File: config.mk
export PLATFORM = sky130hd
export DESIGN_NAME = microwire_eeprom_read_slave
export DESIGN_NICKNAME = d
export VERILOG_FILES = /design/src/design/mwe_pkg.sv /design/src/design/mwe_in_stage.sv /design/src/design/mwe_core.sv /design/src/design/microwire_eeprom_read_slave.sv
export SDC_FILE = /design/constraint.sdc
export NUM_CORES = 1
export LEC_CHECK = 0
export BUFFER_PORTS_ARGS = -buffer_cell sky130_fd_sc_hd__buf_2
export CAP_MARGIN = 30
export CORE_ASPECT_RATIO = 1.25
export CORE_UTILIZATION = 51
export CTS_BUF_LIST = sky130_fd_sc_hd__clkbuf_4 sky130_fd_sc_hd__clkbuf_8
export CTS_CLUSTER_DIAMETER = 100
export DETAILED_ROUTE_END_ITERATION = 8
export PLACE_DENSITY = 0.69
export SKIP_CTS_REPAIR_TIMING = 1
export SLEW_MARGIN = 20
export SYNTH_ARGS = -nofsm -noshare
export SYNTH_HDL_FRONTEND = slang
export SYNTH_HIERARCHICAL = 1
export SYNTH_SLANG_ARGS = --single-unit
File: constraint.sdc
create_clock -name clk -period 3.4 [get_ports clk]
set_clock_uncertainty 0.1 [all_clocks]
set_input_delay 0.17 -clock clk [delete_from_list [all_inputs] [get_ports clk]]
set_output_delay 0.17 -clock clk [all_outputs]
set_load 0.05 [all_outputs]
File: src/design/mwe_pkg.sv
// ----------------------------------------------------------------------------
// mwe_pkg: shared types and constants for the microwire EEPROM read slave
// Pin bit positions, request codes, word map and the serial word lookup.
// ----------------------------------------------------------------------------
package mwe_pkg;

	// Pin byte bit positions
	localparam int unsigned PIN_DOUT = 0;
	localparam int unsigned PIN_DIN  = 1;
	localparam int unsigned PIN_CLK  = 2;
	localparam int unsigned PIN_SEL  = 3;
	localparam int unsigned PIN_PRG  = 7;

	// Request codes
	localparam logic REQ_WRITE = 1'b0;
	localparam logic REQ_READ  = 1'b1;

	// Serial framing: clocks skipped before the address, last address clock,
	// last data clock of a word
	localparam logic [3:0] ADDR_FIRST_BIT = 4'd3;
	localparam logic [3:0] ADDR_LAST_BIT  = 4'd11;
	localparam logic [3:0] DATA_LAST_BIT  = 4'd15;

	// Word map
	localparam logic [7:0]  ADDR_ID    = 8'd0;
	localparam logic [7:0]  ADDR_MAC0  = 8'd7;
	localparam logic [7:0]  ADDR_MAC1  = 8'd8;
	localparam logic [7:0]  ADDR_MAC2  = 8'd9;
	localparam logic [15:0] WORD_ID    = 16'h8129;

	localparam int unsigned MAC_W = 48;

	// One input transaction as held in the input register
	typedef struct packed {
		logic       req_type;
		logic [7:0] pin_byte;
	} in_item_t;

	// Word served at a given address
	function automatic logic [15:0] word_at(input logic [7:0] addr,
		input logic [MAC_W-1:0] mac);
		logic [15:0] w;
		case (addr)
			ADDR_ID:   w = WORD_ID;
			ADDR_MAC0: w = mac[15:0];
			ADDR_MAC1: w = mac[31:16];
			ADDR_MAC2: w = mac[47:32];
			default:   w = 16'h0000;
		endcase
		return w;
	endfunction

endpackage

File: src/design/mwe_in_stage.sv
// ----------------------------------------------------------------------------
// mwe_in_stage: input register
// Captures one transaction per cycle while it is empty or the core advances, and releases it when the core advances.
// ----------------------------------------------------------------------------
module mwe_in_stage (
	input  logic              clk,
	input  logic              arst_n,
	input  logic              in_valid,
	output logic              in_ready,
	input  mwe_pkg::in_item_t in_item,
	output logic              item_valid,
	output mwe_pkg::in_item_t item,
	input  logic              advance
);

	logic              valid_s1;
	mwe_pkg::in_item_t item_s1;

	// Take a new transaction when the stage is empty or draining this cycle
	assign in_ready = !valid_s1 || advance;

	always_ff @(posedge clk or negedge arst_n) begin
		if (!arst_n) begin
			valid_s1 <= 1'b0;
		end else if (in_ready) begin
			valid_s1 <= in_valid;
		end
	end

	// Hold payload, load on accept
	always_ff @(posedge clk) begin
		if (in_valid && in_ready) begin
			item_s1 <= in_item;
		end
	end

	assign item_valid = valid_s1;
	assign item       = item_s1;

endmodule

File: src/design/mwe_core.sv
// ----------------------------------------------------------------------------
// mwe_core: EEPROM serial state and result register
// Applies one pin transaction to the serial state and registers the pins.
// ----------------------------------------------------------------------------
module mwe_core (
	input  logic                       clk,
	input  logic                       arst_n,
	input  logic                       item_valid,
	input  mwe_pkg::in_item_t          item,
	output logic                       advance,
	input  logic [mwe_pkg::MAC_W-1:0]  mac,
	output logic                       out_valid,
	input  logic                       out_ready,
	output logic [7:0]                 pins_out
);

	logic        out_valid_q;
	logic [7:0]  pins_out_q;
	logic [7:0]  last_pins_q;
	logic [7:0]  word_addr_q;
	logic [15:0] shift_word_q;
	logic [3:0]  bit_count_q;
	logic        addr_done_q;

	logic [7:0]  last_pins_n;
	logic [7:0]  word_addr_n;
	logic [15:0] shift_word_n;
	logic [3:0]  bit_count_n;
	logic        addr_done_n;
	logic [7:0]  p;
	logic        rise;
	logic [3:0]  bit_idx;

	// Move the held transaction into the result register when it is free
	assign advance = item_valid && (!out_valid_q || out_ready);

	// Step logic for one pin transaction
	always_comb begin
		last_pins_n  = last_pins_q;
		word_addr_n  = word_addr_q;
		shift_word_n = shift_word_q;
		bit_count_n  = bit_count_q;
		addr_done_n  = addr_done_q;
		p            = item.pin_byte;
		rise         = 1'b0;
		bit_idx      = mwe_pkg::DATA_LAST_BIT - bit_count_q;
		if (item.req_type == mwe_pkg::REQ_WRITE) begin
			if (p[mwe_pkg::PIN_PRG]) begin
				rise = p[mwe_pkg::PIN_CLK] && !last_pins_q[mwe_pkg::PIN_CLK];
				if (rise) begin
					if (addr_done_q) begin
						// Data mode: load word on first clock, drive MSB first
						if (bit_count_q == 4'd0) begin
							shift_word_n = mwe_pkg::word_at(word_addr_q, mac);
						end
						p[mwe_pkg::PIN_DOUT] = shift_word_n[bit_idx];
						if (bit_count_q == mwe_pkg::DATA_LAST_BIT) begin
							bit_count_n = 4'd0;
							word_addr_n = word_addr_q + 8'd1;
						end else begin
							bit_count_n = bit_count_q + 4'd1;
						end
					end else begin
						// Address mode: skip start and opcode, shift in address
						if (bit_count_q >= mwe_pkg::ADDR_FIRST_BIT) begin
							word_addr_n = {word_addr_q[6:0], p[mwe_pkg::PIN_DIN]};
						end
						if (bit_count_q >= mwe_pkg::ADDR_LAST_BIT) begin
							bit_count_n = 4'd0;
							addr_done_n = 1'b1;
						end else begin
							bit_count_n = bit_count_q + 4'd1;
						end
					end
				end
				// Drop select: end the transfer
				if (!p[mwe_pkg::PIN_SEL]) begin
					addr_done_n = 1'b0;
					word_addr_n = 8'd0;
					bit_count_n = 4'd0;
				end
			end
			last_pins_n = p;
		end
	end

	// Advance the serial state
	always_ff @(posedge clk or negedge arst_n) begin
		if (!arst_n) begin
			last_pins_q  <= 8'd0;
			word_addr_q  <= 8'd0;
			shift_word_q <= 16'd0;
			bit_count_q  <= 4'd0;
			addr_done_q  <= 1'b0;
		end else if (advance) begin
			last_pins_q  <= last_pins_n;
			word_addr_q  <= word_addr_n;
			shift_word_q <= shift_word_n;
			bit_count_q  <= bit_count_n;
			addr_done_q  <= addr_done_n;
		end
	end

	// Result register
	always_ff @(posedge clk or negedge arst_n) begin
		if (!arst_n) begin
			out_valid_q <= 1'b0;
		end else if (advance) begin
			out_valid_q <= 1'b1;
		end else if (out_ready) begin
			out_valid_q <= 1'b0;
		end
	end

	always_ff @(posedge clk) begin
		if (advance) begin
			pins_out_q <= last_pins_n;
		end
	end

	assign out_valid = out_valid_q;
	assign pins_out  = pins_out_q;

endmodule

File: src/design/microwire_eeprom_read_slave.sv
// ----------------------------------------------------------------------------
// microwire_eeprom_read_slave: read-only 93C56-style serial EEPROM
// Answers a bit-banged pin register and serves the ID word and station MAC.
// ----------------------------------------------------------------------------
// Each pin transaction passes from acceptance through the input register, then
// through the step logic into the result register. A new transaction is
// accepted every cycle while results are taken; the serial state (address,
// bit counter, shift word) is updated once per transaction as it advances.
// The MAC register is written through the config channel, which is always
// ready.
module microwire_eeprom_read_slave (
	input  logic                      clk,
	input  logic                      arst_n,
	input  logic                      in_valid,
	output logic                      in_ready,
	input  logic                      req_type,
	input  logic [7:0]                pin_byte,
	output logic                      out_valid,
	input  logic                      out_ready,
	output logic [7:0]                pins_out,
	input  logic                      cfg_valid,
	output logic                      cfg_ready,
	input  logic [mwe_pkg::MAC_W-1:0] cfg_data
);

	logic [mwe_pkg::MAC_W-1:0] mac_address_q;
	mwe_pkg::in_item_t         in_item;
	mwe_pkg::in_item_t         item;
	logic                      item_valid;
	logic                      advance;

	// Config register
	assign cfg_ready = 1'b1;

	always_ff @(posedge clk or negedge arst_n) begin
		if (!arst_n) begin
			mac_address_q <= '0;
		end else if (cfg_valid && cfg_ready) begin
			mac_address_q <= cfg_data;
		end
	end

	assign in_item = '{req_type: req_type, pin_byte: pin_byte};

	mwe_in_stage u_in_stage (
		.clk        (clk),
		.arst_n     (arst_n),
		.in_valid   (in_valid),
		.in_ready   (in_ready),
		.in_item    (in_item),
		.item_valid (item_valid),
		.item       (item),
		.advance    (advance)
	);

	mwe_core u_core (
		.clk        (clk),
		.arst_n     (arst_n),
		.item_valid (item_valid),
		.item       (item),
		.advance    (advance),
		.mac        (mac_address_q),
		.out_valid  (out_valid),
		.out_ready  (out_ready),
		.pins_out   (pins_out)
	);

endmodule

Word-level counts from Yosys, hierarchy flattened. Cells that the tools add are included.

Memory bits (read-only): 0. Register bits after elaboration: 104. Output and inout port bits: 11. Memories kept: 0. Bits in writable memories: 0. Logic and storage cells: 67. Latch bits: 0.

Div/mod/pow operators: 0. Magnitude comparators: 3. Bitwise gates (word level): 1. Reductions and logical operators: 14. Shift-type cells: 0. Multiplexer cells: 28. Add/sub/neg operators: 3. Equal/unequal tests: 7. $mul: 0.

Operators with widths (number): 2-to-1 mux 16 bit (5); one-hot mux 16 bit (4 select lines) (1); 2-to-1 mux 8 bit (6); 2-to-1 mux 4 bit (5); == test 8 x 4 -> 1 bit (second input constant) (2); 2-to-1 mux 1 bit (10); adder 8 x 1 -> 8 bit (second input constant) (1); == test 8 x 3 -> 1 bit (second input constant) (1); logical NOT 8 bit (1); inequality test 3 bit (second input constant) (2); AND reduction 6 bit (1); < comparator 4 x 5 -> 1 bit (second input constant) (1); AND reduction 5 bit (1); adder 4 x 1 -> 4 bit (second input constant) (1); binary-select mux 1 bit (select 4 bit) (1); == test 4 bit (second input constant) (1); greater-or-equal comparator 4 x 2 -> 1 bit (second input constant) (1); greater-or-equal comparator 4 bit (second input constant) (1); logical NOT 4 bit (1); AND reduction 4 bit (1); subtractor 4 bit (first input constant) (1); logical AND 1 bit (3); logical NOT 1 bit (3); logical OR 1 bit (2); 3 further kinds (3).

Longest topological paths before layout. Gate-level depths: netlist (run 1).

Depth in word-level cells: 13. Mapped depth: 10. Mapped depth without buffers: 8.

Hierarchy. The synthesis (run 1) kept the hierarchy.

Modules (own cells, without submodules): mwe_core (area each 2921.6 µm², cells an instance 319, times used 1, seq. area each 1191.1 µm²); microwire_eeprom_read_slave (area each 1871.8 µm², cells an instance 103, times used 1, seq. area each 1201.2 µm²); mwe_in_stage (area each 324.1 µm², cells an instance 13, times used 1, seq. area each 295.3 µm²).

Worst setup path before layout (run 1). Ideal clock, no wire load.

Path type: register to register. Start: reg u_core.bit_count_q[0]. End: reg u_core.pins_out_q[0], in the netlist u_core/pins_out[0] (data pin). Arrival time: 2.114 ns. Stages on the path, launching flop included: 11. Data required time: 3.036 ns. Setup slack: 0.921 ns. Library setup time: 0.264 ns. Period minus slack after synthesis: 2.479 ns. Cells stage by stage: dfrtp_1 clkbuf_1 inv_1 ha_1 or3b_1 buf_2 a211o_1 a31oi_1 nor4_2 nor3_1 a21oi_1.

Word-level cells in the longest chain between the ends: 12. Elaborated cells between the ends (all ways): 13. Classes of those cells: add/sub: 1; mux: 11; reduce/logical: 1.

Ends and longest elaborated chain: from (decl) (line mwe_core.sv:22) `logic [3:0] bit_count_q;`; from (signal assigned) (line mwe_core.sv:99) `bit_count_q <= bit_count_n;`; logical NOT 4 bit (line mwe_core.sv:53) `if (bit_count_q == 4'd0) begin`; 2-to-1 mux 16 bit (line mwe_core.sv:53); 2-to-1 mux 16 bit (line mwe_core.sv:51) `if (addr_done_q) begin`; 2-to-1 mux 16 bit (line mwe_core.sv:50) `if (rise) begin`; 2-to-1 mux 16 bit (line mwe_core.sv:48) `if (p[mwe_pkg::PIN_PRG]) begin`; 2-to-1 mux 16 bit (line mwe_core.sv:47) `if (item.req_type == mwe_pkg::REQ_WRITE) begin`; binary-select mux 1 bit (select 4 bit) (*) (line mwe_core.sv:56) `p[mwe_pkg::PIN_DOUT] = shift_word_n[bit_idx];`; 2-to-1 mux 1 bit (implied by the code) (*) (line mwe_core.sv:56); 2-to-1 mux 1 bit (*) (line mwe_core.sv:51); 2-to-1 mux 1 bit (*) (line mwe_core.sv:50); 2-to-1 mux 1 bit (*) (line mwe_core.sv:48); 2-to-1 mux 8 bit (*) (line mwe_core.sv:47); named net u_core.last_pins_n[0] (line mwe_core.sv:25) `logic [7:0] last_pins_n;`; to (signal assigned) (line mwe_core.sv:117) `pins_out_q <= last_pins_n;`; to (decl) (line mwe_core.sv:18) `logic [7:0] pins_out_q;`.

Mark *: on every way through the listed nets, which the timed path passes. The rest lies on a longest branch. The select of a mux whose other input is x is not followed. A chain may end at the register's enable or synchronous reset.

Final worst setup path (run 1). Ends and elaborated chain as after synthesis.

==> run_results.csv, run 1 <==
group,metric,value,unit
run_status,status,"complete, but fails checks",
run_status,violations,"negative hold slack",
worst_setup_path,worstRegToRegCells,8,
job,drv_cap,0,
timing,relSlewSlack,0.4655,
worst_setup_path,worst_ep_required_time,3.54,ns
timing,setup_tns,0,ns
synthesis,syn_nets,502,
detailed_routing,drtAntennaViolNets,0,
clock_tree,clock_sinks,104,
detailed_routing,route.detailed.drc,0,
timing,worst_slew_pin_slew,0.8018,ns
worst_setup_path,r2r-end,"u_core/pins_out[0]",
worst_setup_path,crit_arrival,3.01,ns
clock_tree,path_clk_slew,0.09,ns
cells_and_area,fill_cells,717,
cells_and_area,syn_to_final_growth,22.93,%
timing,hold_violations,1,
global_routing,grt.total_usage,0.2238,
clock_tree,clock_path_buffers,2,
timing,finalCriticalPeriod,2.869,ns
die,ios,73,
global_routing,grt_pass1_vias,3594,
clock_tree,clk_latency,0.38,ns
global_routing,grt_max_degree,60,
global_routing,antenna_found_initial,0,
cells_and_area,postLayoutCoreUtil,0.6513,
power_and_ir_drop,power.leakage,2.731,nW
die,initial_core_util,0.5298,
place,hpwl,7632,microns
worst_setup_path,cp-startpoint,"u_core/bit_count_q[0]",
die,coreArea,9659,sq um
die,die_y,114.0,microns
synthesis,synth_top_area_cell,"dfrtp_1",
worst_setup_path,cp_max_fo,15,
global_routing,grt_overflow,0,
detailed_routing,wl_per_cell,17.11,microns
synthesis,synth.distinct_cells,58,
global_routing,grt_pass1_wl,18020,microns
place,finalWeightedCongestion,0.8669,
clock_tree,numCtsBuffers,9,
cells_and_area,fin_nets,617,
synthesis,syn_inst,435,
synthesis,synth.avg_cell_area,11.76,sq um
synthesis,yosysTopAreaCellShare,0.4254,
worst_setup_path,regToRegSetupSlack,0.53,ns
die,die_width,91.60,microns
power_and_ir_drop,peakVddDrop,0.0003957,V
worst_setup_path,critPathLaunchType,"flop",
worst_setup_path,critPathCapture,"u_core/pins_out[0]",
cells_and_area,drive_above_1_share,0.2924,
detailed_routing,first_iter_violations,240,
clock_tree,htreeDepth,3,
die,dieArea,10440,sq um
timing,layout_setup_ws,0.5309,ns
detailed_routing,via_count,3845,
cells_and_area,final_cell_mix,"87 x dfrtp_1, 69 x buf_2, 59 x dlygate4sd3_1, 40 x mux2_2, 32 x nand2_1",
detailed_routing,wirelength,11630,microns
clock_tree,clockRootBuffer,"clkbuf_8",
place,portBuffers,71,
min_path,hp-class,"in -> reg",
clock_tree,cts_tree,"yes",
synthesis,ys_async_sr_fraction,0.8365,
worst_setup_path,rr_startpoint,"u_core/bit_count_q[0]",
timing,drv_slew,0,
synthesis,yosysSeqAreaShare,0.5252,
timing,fmax,348.5,MHz
synthesis,ys.flop_type,"dfrtp_1",
timing,rsz0062_at_grt,"no",
detailed_routing,vias_per_cell,5.654,
place,dp_slack,0.6297,ns
synthesis,synth_edf_count,17,
cells_and_area,antenna_cells,0,
timing,fin_crit_sh,0.8439,
timing,holdWs,-0.01420,ns
cells_and_area,final_common_cell,"dfrtp_1",
die,num_rows,40,
timing,setup_viol,0,
detailed_routing,dr.pass1.iters,4,
synthesis,netlist_area,5117,sq um
synthesis,yosys-top-cells-area,"dfrtp_1 43%, edfxtp_1 10%, mux2_2 8.8%",
worst_setup_path,cp-end-kind,"flop",
synthesis,yosys_warnings,6,
synthesis,ys_seq_elements,104,
power_and_ir_drop,p_per_area,596.3,nW/um^2
worst_setup_path,crit_type,"reg -> reg",
-- metrics by stage --
step | cell area, sq um | instances | hold WS, ns | power, mW
floorplan | 5117 | 435 | -0.2256 | 2.597
global placement | 5497 | 606 | 0.1747 | 2.877
detailed placement | 5499 | 606 | 0.1943 | 2.912
CTS | 5700 | 621 | -0.2174 | 3.706
global route | 6291 | 680 | 0.02593 | 3.988
finish | 6291 | 680 | -0.01420 | 3.752
-- where the power goes --
| part | switching [mW] | internal [mW] | total, mW |
|---|---|---|---|
| logic | 0.758 | 0.550 | 1.31 |
| registers | 0.202 | 1.45 | 1.65 |
| clock network | 0.411 | 0.384 | 0.795 |
| total | 1.37 | 2.38 | 3.75 |
-- per-layer routing --
layer  share of wire  vias up  track usage  wire (microns)
met5               0        -            0               0
met4           0.018        0      0.09735             212
met3           0.041       12      0.04267             481
met2            0.51      110       0.3679            5885
met1            0.43     1894       0.2895            5054
li1                -     1829            -               -
-- logic make-up (layout without fill, tap and decap cells) --
group / Yosys count / after routing / synth area share
flip-flops: 104 / 104 / 0.5252
adder cells (fa/ha/maj): 6 / 6 / 0.01418
AO/OA/AOI/OAI: 123 / 123 / 0.1636
AND/OR/NAND/NOR: 97 / 97 / 0.1042
buffers and inverters: 43 / 162 / 0.04352
multiplexers: 61 / 61 / 0.1487
other: 1 / 1 / 0.0007328
-- worst max-delay path, cell delays in order (launching register included) --
cell     delay (ns)
dfrtp_1        0.51
inv_1          0.18
ha_1           0.21
or3b_1         0.53
and2b_2        0.43
a31oi_1        0.17
nor4_2         0.35
nor3_1         0.10
a21oi_1        0.14
-- sequential cells by signal (all words and copies together), names as in the netlist --
register	flops
mac_address_q	48
u_in_stage/item_valid	1
u_core/pins_out	8
u_core/addr_done_q	1
u_core/out_valid	1
u_core/shift_word_q	16
u_core/last_pins_q	8
u_core/word_addr_q	8
u_in_stage/item	9
u_core/bit_count_q	4
-- worst min-delay path by stage --
stage / slack (ns) / to / depth (start not counted) / from
after floorplan: -0.23 / mac_address_q[0] / 0 / arst_n
after global placement: 0.17 / u_core/out_valid / 1 / arst_n
after detailed placement: 0.19 / u_core/out_valid / 1 / arst_n
after CTS: -0.22 / u_core/shift_word_q[9] / 1 / arst_n
after global routing: 0.03 / u_core/out_valid / 3 / out_ready
final: -0.01 / u_core/out_valid / 3 / out_ready
-- layout make-up --
| cell class | count | area (sq um) | area share |
|---|---|---|---|
| clock buffer | 12 | 158.9 | 0.02526 |
| sequential | 104 | 2688 | 0.4272 |
| multi-input combinational | 288 | 2207 | 0.3508 |
| timing repair buffer | 136 | 996.0 | 0.1583 |
| inverter | 11 | 41.29 | 0.006563 |
| clock inverter | 3 | 42.54 | 0.006762 |
| tap | 126 | 157.7 | 0.02506 |
-- Yosys cell counts (5+ instances only) --
cell / instances
nand2_1: 32
dfrtp_1: 87
nor2_1: 12
nand3_1: 15
inv_1: 9
buf_2: 10
clkbuf_1: 11
nand2b_1: 10
ha_1: 5
a22o_1: 8
a31oi_1: 10
o21ai_0: 27
mux2_4: 20
a21oi_1: 22
a22oi_1: 15
edfxtp_1: 17
buf_4: 5
mux2_2: 40
Power figures use the tool's default switching activity.
==> run 2, diff against run 1 <==
clock period = 2.68 ns   (was 3.4 ns; I/O delays follow)
==> run_results.csv, run 2 (same netlist as run 1, synthesis figures left out) <==
group,metric,value,unit
timing,setup_tns,0,ns
timing,setup_viol,0,
timing,fin_crit_sh,0.9268,
worst_setup_path,path_cells,"inv_1 > ha_1 > or3b_4 > and2b_4 > a31oi_1 > nor4_2 > nor3_1 > a21oi_1",
detailed_routing,via_count,3961,
clock_tree,clock_sinks,104,
die,coreArea,9659,sq um
power_and_ir_drop,power.share.switching,0.3688,
timing,finalCriticalPeriod,2.484,ns
timing,rsz0062_at_grt,"no",
die,die_width,91.60,microns
global_routing,grt_pass1_vias,3710,
detailed_routing,drtAntennaViolNets,0,
place,dp.cells,620,
worst_setup_path,crit_arrival,2.61,ns
worst_setup_path,cp_num_buf_inv,1,
worst_setup_path,cpPeakStageDelay,0.46,ns
clock_tree,clk_latency,0.37,ns
die,dieArea,10440,sq um
clock_tree,path_clk_slew,0.10,ns
global_routing,grt_max_degree,49,
cells_and_area,final_cell_mix,"87 x dfrtp_1, 70 x buf_2, 60 x dlygate4sd3_1, 40 x mux2_2, 32 x nand2_1",
worst_setup_path,cp-end-kind,"flop",
power_and_ir_drop,power.leakage,2.808,nW
clock_tree,clock_path_buffers,2,
power_and_ir_drop,p_sw,1.796,mW
cells_and_area,drive_above_1_share,0.3140,
timing,holdWs,0.2149,ns
min_path,hp-class,"in -> async",
cells_and_area,final_cells,696,
worst_setup_path,critPathLaunchType,"flop",
worst_setup_path,cp_max_fo,11,
global_routing,antenna_found_initial,0,
clock_tree,cts_tree,"yes",
cells_and_area,largest_reg_flops,48,
timing,layout_setup_ws,0.1962,ns
power_and_ir_drop,p_per_area,758.1,nW/um^2
die,ios,73,
detailed_routing,wl_per_cell,17.22,microns
clock_tree,clockRootBuffer,"clkbuf_8",
cells_and_area,final_common_cell,"dfrtp_1",
place,dp_slack,0.1452,ns
cells_and_area,top_register,"mac_address_q",
job,drv_cap,0,
worst_setup_path,regToRegSetupSlack,0.20,ns
cells_and_area,fill_cells,721,
power_and_ir_drop,combPwrFrac,0.382,
clock_tree,numCtsBuffers,9,
run_status,status,"completed",
place,portBuffers,71,
place,hpwl,8100,microns
power_and_ir_drop,p_clk_frac,0.207,
cells_and_area,area.sequential,2688,sq um
timing,relSlewSlack,0.5006,
worst_setup_path,critPathTopFamily,"simple AND/OR/NAND/NOR gates",
timing,hold_violations,0,
timing,drv_slew,0,
cells_and_area,fin_nets,632,
power_and_ir_drop,seq_power_share,0.411,
global_routing,grt_pass1_wl,18260,microns
die,die_y,114.0,microns
global_routing,grt.total_usage,0.2251,
worst_setup_path,slowest_stage,"or3b_4",
worst_setup_path,crit_type,"reg -> reg",
die,num_rows,40,
detailed_routing,dr.pass1.iters,5,
worst_setup_path,worst_ep_required_time,2.81,ns
cells_and_area,multiInputGateArea,2212,sq um
detailed_routing,first_iter_violations,244,
global_routing,grt_overflow,0,
power_and_ir_drop,p_int,3.074,mW
cells_and_area,antenna_cells,0,
detailed_routing,route.detailed.drc,0,
place,finalWeightedCongestion,0.8873,
detailed_routing,vias_per_cell,5.691,
timing,fmax,402.6,MHz
detailed_routing,wirelength,11980,microns
die,initial_core_util,0.5298,
cells_and_area,syn_to_final_growth,25.53,%
clock_tree,htreeDepth,3,
timing,worst_slew_pin_slew,0.7476,ns
power_and_ir_drop,peakVddDrop,0.0003707,V
run 2: cell types whose count changed in the layout (fill, tap and decap cells not counted), sizes merged:
cell         previous run  this run
clkbuf                 12        10
buf                    77        91
inv                    10        12
clkinv                  2         3
dlygate4sd3            59        60
run 2: worst reg2reg max path: stages, from the launching register on:
cell and delay, ns:
dfrtp_1 0.40, inv_1 0.12, ha_1 0.20, or3b_4 0.46, and2b_4 0.35, a31oi_1 0.11
nor4_2 0.36, nor3_1 0.10, a21oi_1 0.14
run 2: routing by layer:
metal / track usage / part of all wire / up-vias / wire length (microns)
li1: - / - / 1867 / -
met4: 0.08148 / 0.021 / 0 / 249
met2: 0.3880 / 0.51 / 129 / 6166
met1: 0.2846 / 0.43 / 1941 / 5099
met5: 0 / 0 / - / 0
met3: 0.03933 / 0.039 / 24 / 469
run 2: worst paths after layout:
path	start	end	depth (start not counted)
hold / removal	arst_n	u_core/shift_word_q[13]	2
max in group asynchronous	arst_n	mac_address_q[43]	3
min in group clk	cfg_valid	mac_address_q[30]	2
hold reg to reg	u_core/shift_word_q[6]	u_core/shift_word_q[6]	2
setup reg to reg	u_core/bit_count_q[1]	u_core/pins_out[0]	8
setup / recovery	u_core/bit_count_q[1]	u_core/pins_out[0]	8
run 2: area by class of cell:
cell class	count	area share
Clock buffer	10	0.02143
Clock inverter	6	0.01032
Inverter	11	0.006428
Multi-Input combinational cell	288	0.3444
Sequential cell	104	0.4184
Tap cell	126	0.02454
Timing Repair Buffer	151	0.1745
run 2: stage by stage:
step           total power [mW]  instance area, sq um  utilization
2_1_floorplan             3.294                  5117            -
3_3_place_gp              3.725                  5614       0.5812
3_5_place_dp              3.789                  5614       0.5812
4_1_cts                   4.792                  5818       0.6023
5_1_grt                   5.150                  6424       0.6650
6_report                  4.870                  6424       0.6650
run 2: power groups by stage:
stage	Clock [mW]	Combinational (mW)	Sequential [mW]
finish	1.01	1.86	2.00
global placement	0	1.71	2.02
CTS	1.02	1.77	2.00
global route	1.09	2.02	2.03
detailed placement	0	1.76	2.03
floorplan	0	1.26	2.04
